**src/rtl/core/ihtp_pkg.sv**
```systemverilog
// Shared constants and types for the indexed hex table text parser.
package ihtp_pkg;

  localparam int unsigned DataW  = 16;
  localparam int unsigned CharW  = 8;
  localparam int unsigned ErrW   = 2;
  localparam int unsigned ApbDW  = 32;
  localparam int unsigned ApbAW  = 3;

  localparam logic [DataW-1:0] MaxEntriesRst = 16'd1024;

  // register index in the configuration map
  localparam logic REG_MAX_ENTRIES = 1'b0;

  typedef enum logic [ErrW-1:0] {
    ERR_NONE      = 2'd0,
    ERR_ORDER     = 2'd1,
    ERR_LIMIT     = 2'd2,
    ERR_UNUSED    = 2'd3
  } err_t;

  localparam logic [CharW-1:0] ChHash    = 8'h23;
  localparam logic [CharW-1:0] ChSemi    = 8'h3B;
  localparam logic [CharW-1:0] ChZero    = 8'h30;
  localparam logic [CharW-1:0] ChNine    = 8'h39;
  localparam logic [CharW-1:0] ChNewline = 8'h0A;
  localparam logic [CharW-1:0] ChTab     = 8'h09;
  localparam logic [CharW-1:0] ChCr      = 8'h0D;
  localparam logic [CharW-1:0] ChSpace   = 8'h20;
  localparam logic [CharW-1:0] ChLowA    = 8'h61;
  localparam logic [CharW-1:0] ChLowF    = 8'h66;
  localparam logic [CharW-1:0] ChUpA     = 8'h41;
  localparam logic [CharW-1:0] ChUpF     = 8'h46;

  typedef struct packed {
    logic             entry_valid;
    logic [DataW-1:0] entry_index;
    logic [DataW-1:0] entry_value;
    logic             finished;
    logic [DataW-1:0] entry_total;
    err_t             error_code;
  } res_t;

endpackage

```
**src/rtl/core/indexed_hex_table_text_parser_top.sv**
```systemverilog
// A result is registered in the output register, or in the skid if that one is held.
// Throughput: one character beat per cycle while in_stall is low; the parse step
// is a single mode update plus a by-10 or by-16 accumulate between the state and
// result registers. A two-deep result buffer (output register plus skid) lets input
// continue while out_stall holds a result; in_stall rises only when both are full.
// Reset (synchronous, rst_n low): parser between lines, counters zero, limit 1024.
module indexed_hex_table_text_parser_top
  import ihtp_pkg::*;
(
  input  logic             clk,
  input  logic             rst_n,
  input  logic             in_valid,
  output logic             in_stall,
  input  logic [CharW-1:0] in_char_code,
  input  logic             in_end_of_file,
  output logic             out_valid,
  input  logic             out_stall,
  output logic             out_entry_valid,
  output logic [DataW-1:0] out_entry_index,
  output logic [DataW-1:0] out_entry_value,
  output logic             out_finished,
  output logic [DataW-1:0] out_entry_total,
  output logic [ErrW-1:0]  out_error_code,
  input  logic             psel,
  input  logic             penable,
  input  logic             pwrite,
  input  logic [ApbAW-1:0] paddr,
  input  logic [ApbDW-1:0] pwdata,
  output logic [ApbDW-1:0] prdata,
  output logic             pready
);

  typedef enum logic [2:0] {
    M_BETWEEN,
    M_COMMENT,
    M_INDEX,
    M_BLANKS,
    M_HEX,
    M_SKIP,
    M_HALTED
  } mode_t;

  mode_t            mode_r, mode_nxt;
  logic [DataW-1:0] idx_r, idx_nxt;
  logic [DataW-1:0] val_r, val_nxt;
  logic [DataW-1:0] cnt_r, cnt_nxt;
  logic [DataW-1:0] max_r;

  res_t             main_r, skid_r, res;
  logic             main_v_r, skid_v_r;
  logic             res_v;

  logic             in_acc, pop, cfg_wr;

  function automatic err_t check_index(input logic [DataW-1:0] idx,
                                       input logic [DataW-1:0] cnt,
                                       input logic [DataW-1:0] lim);
    err_t e;
    if (idx != cnt)       e = ERR_ORDER;
    else if (idx >= lim)  e = ERR_LIMIT;
    else                  e = ERR_NONE;
    return e;
  endfunction

  assign in_acc = in_valid && !in_stall;
  assign pop    = main_v_r && !out_stall;
  assign cfg_wr = psel && penable && pwrite && pready;

  // ---------------------------------------------------------------------------
  // Parse step
  // ---------------------------------------------------------------------------
  always_comb begin
    logic [CharW-1:0] c;
    logic             is_space, is_blank, is_digit, is_hex;
    logic [3:0]       hval;
    logic [DataW-1:0] idx_w, val_w;
    logic             go_idx, go_blk, go_hex;
    err_t             err;

    c        = in_char_code;
    is_space = c inside {ChSpace, [ChTab:ChCr]};
    is_blank = c inside {ChSpace, ChTab};
    is_digit = c inside {[ChZero:ChNine]};
    is_hex   = 1'b1;
    hval     = '0;
    if (is_digit)                       hval = 4'(c - ChZero);
    else if (c inside {[ChLowA:ChLowF]}) hval = 4'(c - ChLowA + 8'd10);
    else if (c inside {[ChUpA:ChUpF]})   hval = 4'(c - ChUpA + 8'd10);
    else                                 is_hex = 1'b0;

    mode_nxt = mode_r;
    idx_nxt  = idx_r;
    val_nxt  = val_r;
    cnt_nxt  = cnt_r;
    idx_w    = idx_r;
    val_w    = val_r;
    go_idx   = 1'b0;
    go_blk   = 1'b0;
    go_hex   = 1'b0;
    err      = ERR_NONE;
    res_v    = 1'b0;
    res      = '0;

    if (mode_r == M_HALTED) begin
      // swallow everything until reset
    end else if (in_end_of_file) begin
      res_v    = 1'b1;
      mode_nxt = M_HALTED;
      if (mode_r == M_INDEX) begin
        err = check_index(idx_r, cnt_r, max_r);
        val_w = '0;
      end
      if (err != ERR_NONE) begin
        res.error_code = err;
      end else begin
        res.finished    = 1'b1;
        res.entry_total = cnt_r;
        if (mode_r inside {M_INDEX, M_BLANKS, M_HEX}) begin
          res.entry_valid = 1'b1;
          res.entry_index = idx_r;
          res.entry_value = val_w;
          res.entry_total = cnt_r + 1'b1;
          cnt_nxt         = cnt_r + 1'b1;
        end
      end
    end else begin
      case (mode_r)
        M_BETWEEN: begin
          if (c == ChHash || c == ChSemi) begin
            mode_nxt = M_COMMENT;
          end else if (!is_space) begin
            idx_w  = '0;
            go_idx = 1'b1;
          end
        end
        M_INDEX:  go_idx = 1'b1;
        M_BLANKS: go_blk = 1'b1;
        M_HEX:    go_hex = 1'b1;
        M_COMMENT, M_SKIP: begin
          if (c == ChNewline) mode_nxt = M_BETWEEN;
        end
        default: ;
      endcase

      if (go_idx) begin
        if (is_digit) begin
          idx_nxt  = (idx_w << 3) + (idx_w << 1) + DataW'(c - ChZero);
          mode_nxt = M_INDEX;
        end else begin
          err     = check_index(idx_w, cnt_r, max_r);
          idx_nxt = idx_w;
          if (err != ERR_NONE) begin
            res_v          = 1'b1;
            res.error_code = err;
            mode_nxt       = M_HALTED;
          end else begin
            val_w  = '0;
            go_blk = 1'b1;
          end
        end
      end

      if (go_blk) begin
        if (is_blank) begin
          val_nxt  = val_w;
          mode_nxt = M_BLANKS;
        end else begin
          go_hex = 1'b1;
        end
      end

      if (go_hex) begin
        if (is_hex) begin
          val_nxt  = {val_w[DataW-5:0], hval};
          mode_nxt = M_HEX;
        end else begin
          val_nxt         = val_w;
          res_v           = 1'b1;
          res.entry_valid = 1'b1;
          res.entry_index = idx_w;
          res.entry_value = val_w;
          cnt_nxt         = cnt_r + 1'b1;
          mode_nxt        = (c == ChNewline) ? M_BETWEEN : M_SKIP;
        end
      end
    end
  end

  // ---------------------------------------------------------------------------
  // Parser state and limit register
  // ---------------------------------------------------------------------------
  always_ff @(posedge clk) begin
    if (!rst_n) begin
      mode_r <= M_BETWEEN;
      idx_r  <= '0;
      val_r  <= '0;
      cnt_r  <= '0;
      max_r  <= MaxEntriesRst;
    end else begin
      if (in_acc) begin
        mode_r <= mode_nxt;
        idx_r  <= idx_nxt;
        val_r  <= val_nxt;
        cnt_r  <= cnt_nxt;
      end
      if (cfg_wr && paddr[ApbAW-1] == REG_MAX_ENTRIES) begin
        max_r <= pwdata[DataW-1:0];
      end
    end
  end

  // ---------------------------------------------------------------------------
  // Result buffer: output register plus skid
  // ---------------------------------------------------------------------------
  always_ff @(posedge clk) begin
    if (!rst_n) begin
      main_v_r <= 1'b0;
      skid_v_r <= 1'b0;
    end else if (skid_v_r) begin
      if (pop) begin
        skid_v_r <= 1'b0;
      end
    end else if (in_acc && res_v) begin
      if (main_v_r && !pop) begin
        skid_v_r <= 1'b1;
      end else begin
        main_v_r <= 1'b1;
      end
    end else if (pop) begin
      main_v_r <= 1'b0;
    end
  end

  always_ff @(posedge clk) begin
    if (skid_v_r) begin
      if (pop) main_r <= skid_r;
    end else if (in_acc && res_v) begin
      if (main_v_r && !pop) skid_r <= res;
      else                  main_r <= res;
    end
  end

  assign in_stall        = skid_v_r;
  assign out_valid       = main_v_r;
  assign out_entry_valid = main_r.entry_valid;
  assign out_entry_index = main_r.entry_index;
  assign out_entry_value = main_r.entry_value;
  assign out_finished    = main_r.finished;
  assign out_entry_total = main_r.entry_total;
  assign out_error_code  = main_r.error_code;

  assign pready = 1'b1;
  assign prdata = (paddr[ApbAW-1] == REG_MAX_ENTRIES) ? ApbDW'(max_r) : '0;

endmodule

```
**config.mk**
```make
export PLATFORM = sky130hd
export DESIGN_NAME = indexed_hex_table_text_parser_top
export DESIGN_NICKNAME = d
export VERILOG_FILES = /design/src/rtl/core/ihtp_pkg.sv /design/src/rtl/core/indexed_hex_table_text_parser_top.sv
export SDC_FILE = /design/constraint.sdc
export NUM_CORES = 1
export LEC_CHECK = 0
export BUFFER_PORTS_ARGS = -buffer_cell sky130_fd_sc_hd__buf_2
export CAP_MARGIN = 20
export CORE_AREA = 2 2 163 133
export DETAILED_ROUTE_END_ITERATION = 7
export DIE_AREA = 0 0 165 135
export HOLD_SLACK_MARGIN = 0.15
export MAX_ROUTING_LAYER = met4
export PLACE_DENSITY = 0.72
export SYNTH_ARGS = -nofsm -noshare
export SYNTH_HDL_FRONTEND = slang
export SYNTH_SLANG_ARGS = --single-unit
```
**constraint.sdc**
```tcl
create_clock -name clk -period 5.83 [get_ports clk]
set_input_delay 0.2915 -clock clk [delete_from_list [all_inputs] [get_ports clk]]
set_output_delay 0.2915 -clock clk [all_outputs]
set_load 0.005 [all_outputs]
```
* Yosys cells after proc, flatten, opt, wreduce, memory -nomap -nowiden
Cells that the tools add are included.
** Storage, ports and cells
- Input port bits :: 51
- Word-level logic and storage cells :: 189
- Output and inout bits :: 87
- Register bits after elaboration :: 173
** Cells by class
- Equality and inequality tests :: 18
- Multiplexer cells :: 95
- $lt $le $gt $ge :: 10
- Bitwise logic cells :: 4
- Reductions and logical operators :: 34
- Add/sub/neg operators :: 9
** Operators with widths (number)
- 16-bit 2-to-1 mux :: 20
- 52-bit 2-to-1 mux :: 5
- 33-bit 2-to-1 mux :: 4
- 50-bit 2-to-1 mux :: 1
- 3-bit 2-to-1 mux :: 11
- 16-bit adder :: 2
- 16-bit >= comparator :: 2
- 1-bit 2-to-1 mux :: 32
- 2-bit 2-to-1 mux :: 16
- 16-bit != test :: 2
- 8-bit by 6-bit == test with 1-bit output (second input constant) :: 3
- 2-bit nonzero test :: 9
- 17-bit 2-to-1 mux :: 1
- 16-bit by 1-bit adder with 16-bit output (second input constant) :: 1
- 8-bit by 4-bit == test with 1-bit output (second input constant) :: 2
- 8-bit by 7-bit >= comparator with 1-bit output (second input constant) :: 2
- 8-bit by 7-bit less-or-equal comparator with 1-bit output (second input constant) :: 2
- 4-bit 2-to-1 mux :: 3
- 4-bit by 1-bit subtractor with 4-bit output (second input constant) :: 3
- 1-bit logical AND :: 11
- 5-bit AND reduction :: 2
- 3-bit == test (second input constant) :: 3
- 3-bit AND reduction :: 3
- 8-bit by 6-bit subtractor with 9-bit output (second input constant) :: 1
- other kinds (19) :: 29

* Logic depth before layout (Yosys ltp)
- Depth in word-level cells :: 30
- Gate-level depth with buffers :: 20

* Worst setup path after synthesis
No wires, ideal clock.
- Kind :: in2reg
- Start point :: in in_char_code[0]
- End point :: reg skid_r[0] (netlist bit), enable pin
- Stages :: 18
- Slack :: 0.563 ns
- Library setup time :: 0.415 ns
- Data arrival time :: 4.852 ns
- Path through :: inv_1 > ha_1 > or2_2 > a32oi_2 > o21ai_1 > clkbuf_1 > clkbuf_1 > and2_1 > ha_1 > a211oi_1 > nor2_1 > o31ai_1 > o211a_1 > o211a_1 > and3_4 > o21a_4 > a211o_1 > and3b_1
** On the way
- Longest elaborated chain between the ends :: 29
** RTL lines
- start: declaration :: line indexed_hex_table_text_parser_top.sv:14 : input logic [CharW-1:0] in_char_code,
- 8-bit by 4-bit >= comparator with 1-bit output or 8-bit by 4-bit less-or-equal comparator with 1-bit output (tied branches) :: line indexed_hex_table_text_parser_top.sv:81 : is_space = c inside {ChSpace, [ChTab:ChCr]};
- 1-bit logical AND :: line indexed_hex_table_text_parser_top.sv:81
- 2-bit nonzero test :: line indexed_hex_table_text_parser_top.sv:81
- 16-bit 2-to-1 mux :: line indexed_hex_table_text_parser_top.sv:131 : end else if (!is_space) begin
- 16-bit 2-to-1 mux :: line indexed_hex_table_text_parser_top.sv:129 : if (c == ChHash || c == ChSemi) begin
- 16-bit 2-to-1 mux :: line indexed_hex_table_text_parser_top.sv:127 : case (mode_r)
- 16-bit 2-to-1 mux :: line indexed_hex_table_text_parser_top.sv:106 : end else if (in_end_of_file) begin
- 16-bit 2-to-1 mux :: line indexed_hex_table_text_parser_top.sv:104 : if (mode_r == M_HALTED) begin
- [13 not listed]
- 1-bit 2-to-1 mux :: line indexed_hex_table_text_parser_top.sv:163 : if (go_blk) begin
- 1-bit 2-to-1 mux :: line indexed_hex_table_text_parser_top.sv:106
- 1-bit 2-to-1 mux :: line indexed_hex_table_text_parser_top.sv:104
- 1-bit 2-to-1 mux * :: line indexed_hex_table_text_parser_top.sv:172 : if (go_hex) begin
- 1-bit 2-to-1 mux * :: line indexed_hex_table_text_parser_top.sv:106
- 1-bit 2-to-1 mux * :: line indexed_hex_table_text_parser_top.sv:104
- 1-bit logical AND * :: line indexed_hex_table_text_parser_top.sv:237 : end else if (in_acc && res_v) begin
- 3-bit AND reduction (no source line) *
- end signal: assignment :: line indexed_hex_table_text_parser_top.sv:238 : if (main_v_r && !pop) skid_r <= res;
- end: declaration :: line indexed_hex_table_text_parser_top.sv:49 : res_t main_r, skid_r, res;
Every way passes the cells marked *; elsewhere a longest branch is shown, timed or not. The select of a mux whose other input is x is not followed.
A chain may end at the register's enable or synchronous reset.

* Worst setup path after layout
- Start point :: reg mode_r[2]
- End point :: reg main_r (netlist bit out_entry_total[5]), enable pin
** On the way
- Longest elaborated chain between the ends :: 26
** RTL lines
- start: declaration :: line indexed_hex_table_text_parser_top.sv:43 : mode_t mode_r, mode_nxt;
- start signal: assignment :: line indexed_hex_table_text_parser_top.sv:201 : mode_r <= mode_nxt;
- 3-bit zero test :: line indexed_hex_table_text_parser_top.sv:127
- 16-bit 2-to-1 mux :: line indexed_hex_table_text_parser_top.sv:127
- 16-bit 2-to-1 mux :: line indexed_hex_table_text_parser_top.sv:106
- 16-bit 2-to-1 mux :: line indexed_hex_table_text_parser_top.sv:104
- 16-bit >= comparator :: line indexed_hex_table_text_parser_top.sv:60 : else if (idx >= lim) e = ERR_LIMIT;
- 2-bit 2-to-1 mux :: line indexed_hex_table_text_parser_top.sv:60
- 2-bit 2-to-1 mux :: line indexed_hex_table_text_parser_top.sv:59 : if (idx != cnt) e = ERR_ORDER;
- 2-bit 2-to-1 mux :: line indexed_hex_table_text_parser_top.sv:146 : if (is_digit) begin
- [10 not listed]
- 1-bit 2-to-1 mux :: line indexed_hex_table_text_parser_top.sv:106
- 1-bit 2-to-1 mux :: line indexed_hex_table_text_parser_top.sv:104
- 1-bit 2-to-1 mux :: line indexed_hex_table_text_parser_top.sv:172
- 1-bit 2-to-1 mux :: line indexed_hex_table_text_parser_top.sv:106
- 1-bit 2-to-1 mux * :: line indexed_hex_table_text_parser_top.sv:104
- 1-bit logical AND * :: line indexed_hex_table_text_parser_top.sv:237
- 2-bit nonzero test (no source line) *
- 3-bit AND reduction (no source line) *
- end signal: assignment :: line indexed_hex_table_text_parser_top.sv:236 : if (pop) main_r <= skid_r;
- end signal: assignment :: line indexed_hex_table_text_parser_top.sv:239 : else main_r <= res;
- end: declaration :: line indexed_hex_table_text_parser_top.sv:49
Marked as above.

==> impl_metrics.py <==
metrics = {
    "floorplanning": {
        "coreArea_um2": 20520,
        "die_x_um": 165,
        "initial_core_util": 0.4973,
        "die-area_um2": 22280,
        "rows": 47,
        "die_y_um": 135,
        "ios": 138,
    },
    "grt": {
        "grt_antenna_before_repair": 0,
        "gr-total-overflow": 0,
        "grt_first_pass_wirelength_um": 37380,
        "grt_pass1_vias": 7195,
        "grt.total_usage": 0.2199,
        "grt_max_degree": 76,
    },
    "final_layout": {
        "drive_above_1_share": 0.1665,
        "synthToLayoutAreaGrowth_pct": 13.83,
        "diodes": 0,
        "nets": 1254,
        "final_area_um2": 11620,
    },
    "critical_path": {
        "critPathKind": "reg -> reg",
        "worstPathRequired_ns": 5.91,
        "start_kind": "flip-flop",
        "r2r_slack_ns": 0.83,
        "reg2reg_depth": 15,
        "r2r-start": "mode_r[2]",
        "timing.rr.end": "out_entry_total[5]",
        "arrival_ns": 5.07,
        "crit_path_end_kind": "flip-flop",
        "cp_max_fo": 52,
        "startpoint": "mode_r[2]",
    },
    "clock_tree": {
        "cts-root-buf": "clkbuf_16",
        "htreeDepth": 4,
        "cts_sinks": 173,
        "path_clk_slew_ns": 0.07,
        "clock_path_buffers": 2,
        "clk_latency_ns": 0.44,
        "post_cts_buffers": 0,
        "cts_buffers": 17,
        "cts_tree": "yes",
    },
    "yosys": {
        "synthCells": 1048,
        "ys_types": 73,
        "synth_edf_count": 104,
        "ys_ff_latch": 173,
        "syn_area_um2": 10210,
        "async_reset_ff_frac": 0,
        "yosys_warnings": 0,
        "synth_ff_type": "edfxtp_1",
        "synth-seq-area-share": 0.4413,
        "synth_area_per_cell_um2": 9.740,
    },
    "pwr": {
        "pwr-share-clk": 0.379,
        "power.switching_mw": 0.8815,
        "finalPower_mw": 3.129,
        "irDropWorstVdd_mv": 0.1645,
        "power.leakage_nw": 4.577,
        "combPwrFrac": 0.164,
        "power.internal_mw": 2.248,
        "seq_power_share": 0.457,
        "power-per-cell-area_nw_per_um2": 269.3,
        "switching_share": 0.2817,
    },
    "timing": {
        "drv_slew": 0,
        "final.setup_skew_ns": 0.01747,
        "min_period_ns": 4.995,
        "fin_setup_tns_ns": 0,
        "fmax_mhz": 200.2,
        "hold_viol_final": 0,
        "rsz0062_at_grt": "no",
        "fin_crit_sh": 0.8568,
        "tightest_slew_ns": 0.8907,
        "setup_violations": 0,
        "slew_headroom": 0.4062,
    },
    "min_path": {
        "hold_start": "in_char_code[0]",
        "worst_hold_path_type": "in -> reg",
        "whs_path_depth": 3,
        "whs_endpoint": "idx_r[0]",
    },
    "drt": {
        "vias_per_cell": 5.568,
        "drc": 0,
        "wl_um": 23310,
        "vias": 7884,
        "dr.first_iter.drc_count": 677,
        "firstDrtPassIters": 5,
        "ant_nets": 0,
        "wl_per_cell_um": 16.46,
    },
    "run": {
        "max_cap_violations": 0,
    },
    "place": {
        "dpl.hpwl_um": 16860,
        "placed_area_um2": 10850,
        "gp_congestion": 0.9482,
        "port_buffers": 102,
    },
    "status": {
        "outcome": "complete, no violations",
    },
}
## cell families (layout without fill, tap and decap cells)
logic type / after synthesis / count (layout) / share of synthesized area
simple gates: 381 / 381 / 0.1814
compound gates: 215 / 215 / 0.1482
flops: 173 / 173 / 0.4413
buf+inv: 120 / 204 / 0.05161
fa+ha+maj: 69 / 69 / 0.09414
xor+xnor: 49 / 49 / 0.04205
mux: 39 / 39 / 0.04057
other cells: 2 / 17 / 0.0007357
## cell usage in the layout (no fill, tap or decap), types with 14 or more instances in the layout
cell type / instances
o31ai_1: 30
and2_1: 51
edfxtp_1: 104
conb_1: 17
nor2_1: 122
xor2_1: 21
mux2i_1: 20
o21ai_0: 25
buf_2: 102
a21oi_1: 51
mux2_2: 19
nand2_1: 94
dfxtp_1: 68
inv_1: 41
clkbuf_16: 17
ha_1: 56
nand3_1: 22
dlygate4sd3_1: 16
a22o_1: 14
xnor2_1: 28
a22oi_1: 15
## metal layers
layer | vias up | GRT usage | wire [um]
met5 | - | - | 0
met4 | 0 | 0.05797 | 365
met3 | 23 | 0.03778 | 1396
met2 | 267 | 0.3174 | 10130
met1 | 3712 | 0.3202 | 11420
li1 | 3882 | - | -
## power by group through the flow
stage               combinational (mW)  sequential, mW  clock, mW
floorplan                        0.335            1.46          0
global placement                 0.497            1.46          0
detailed placement               0.504            1.46          0
CTS                              0.515            1.43       1.19
global route                     0.567            1.44       1.24
finish                           0.514            1.43       1.18
## per-stage QoR
step           hold slack (ns)  cells  setup WS, ns  utilization
6_report                0.2260   1416        0.8346       0.5661
5_1_grt                 0.2160   1416        0.5885       0.5661
4_1_cts                 0.2155   1416        0.8302       0.5661
3_5_place_dp            0.4463   1368        0.5322       0.5287
3_3_place_gp            0.4419   1368        0.6907       0.5287
2_1_floorplan           0.4275   1063        0.5629            -
## what timing repair did
action | CTS | global route
hold buffers | 16 | 0
resized for setup | 0 | 0
hold endpoints to repair | 16 | 0
## area by class of cell
| class | count | area, um2 |
|---|---|---|
| fill | 1763 | 8905 |
| multi-input combinational | 770 | 5234 |
| sequential | 173 | 4506 |
| timing repair buffer | 131 | 780.7 |
| clock buffer | 18 | 439.2 |
| tap | 269 | 336.6 |
| clock inverter | 14 | 168.9 |
| inverter | 41 | 153.9 |
## critical path: stages, from the launching register on
cell and delay (ns):
dfxtp_1 0.44, or4_4 0.54, o22ai_4 0.31, o21ai_1 0.38, and2_1 0.35, ha_1 0.33
a21oi_1 0.17, a21oi_1 0.10, o31ai_1 0.26, o211a_1 0.26, o211a_1 0.18, and3_4 0.19
o21a_4 0.18, a211o_1 0.20, a31o_2 0.17, buf_4 0.53
## cells in the mapped netlist, types with 8 or more instances
master    number  area, um2
nand3_1       22      110.1
fa_1          13      260.3
a31oi_1       11      68.82
inv_1         41      153.9
xnor2_1       28      245.2
a21o_1        11      82.58
dfxtp_1       69       1381
mux2i_1       20      200.2
nand2_1       94      352.8
nand4_1        9      56.30
and2_1        51      319.1
o21ai_0       25      125.1
nor2b_1       10      62.56
buf_4         17      127.6
xor2_1        21      183.9
a22oi_1       15      112.6
ha_1          56      700.7
o22ai_1        9      56.30
clkbuf_1      54      202.7
edfxtp_1     104       3123
a22o_1        14      122.6
nand2b_1       8      50.05
nor3_1        12      60.06
mux2_2        19      214.0
nor2_1       122      457.9
o31ai_1       30      225.2
or3_1         13      81.33
nor2_2        10      62.56
a21oi_1       51      255.2
## how the worst max path moves through the flow
stage | to | cells after the start
floorplan | skid_r[0] | 18
global placement | skid_r[45] | 18
detailed placement | skid_r[45] | 18
CTS | skid_r[44] | 15
global route | skid_r[44] | 15
finish | out_entry_total[5] | 15
## registers in the layout, summed over array words and instances, names as in the netlist, 2 cells and up
name and count:
skid_r 52, cnt_r 16, idx_r 16, max_r 16
out_entry_index 16, out_entry_total 16, out_entry_value 16, val_r 16
mode_r 3, out_error_code 2
(Power assumes the default switching activity.)
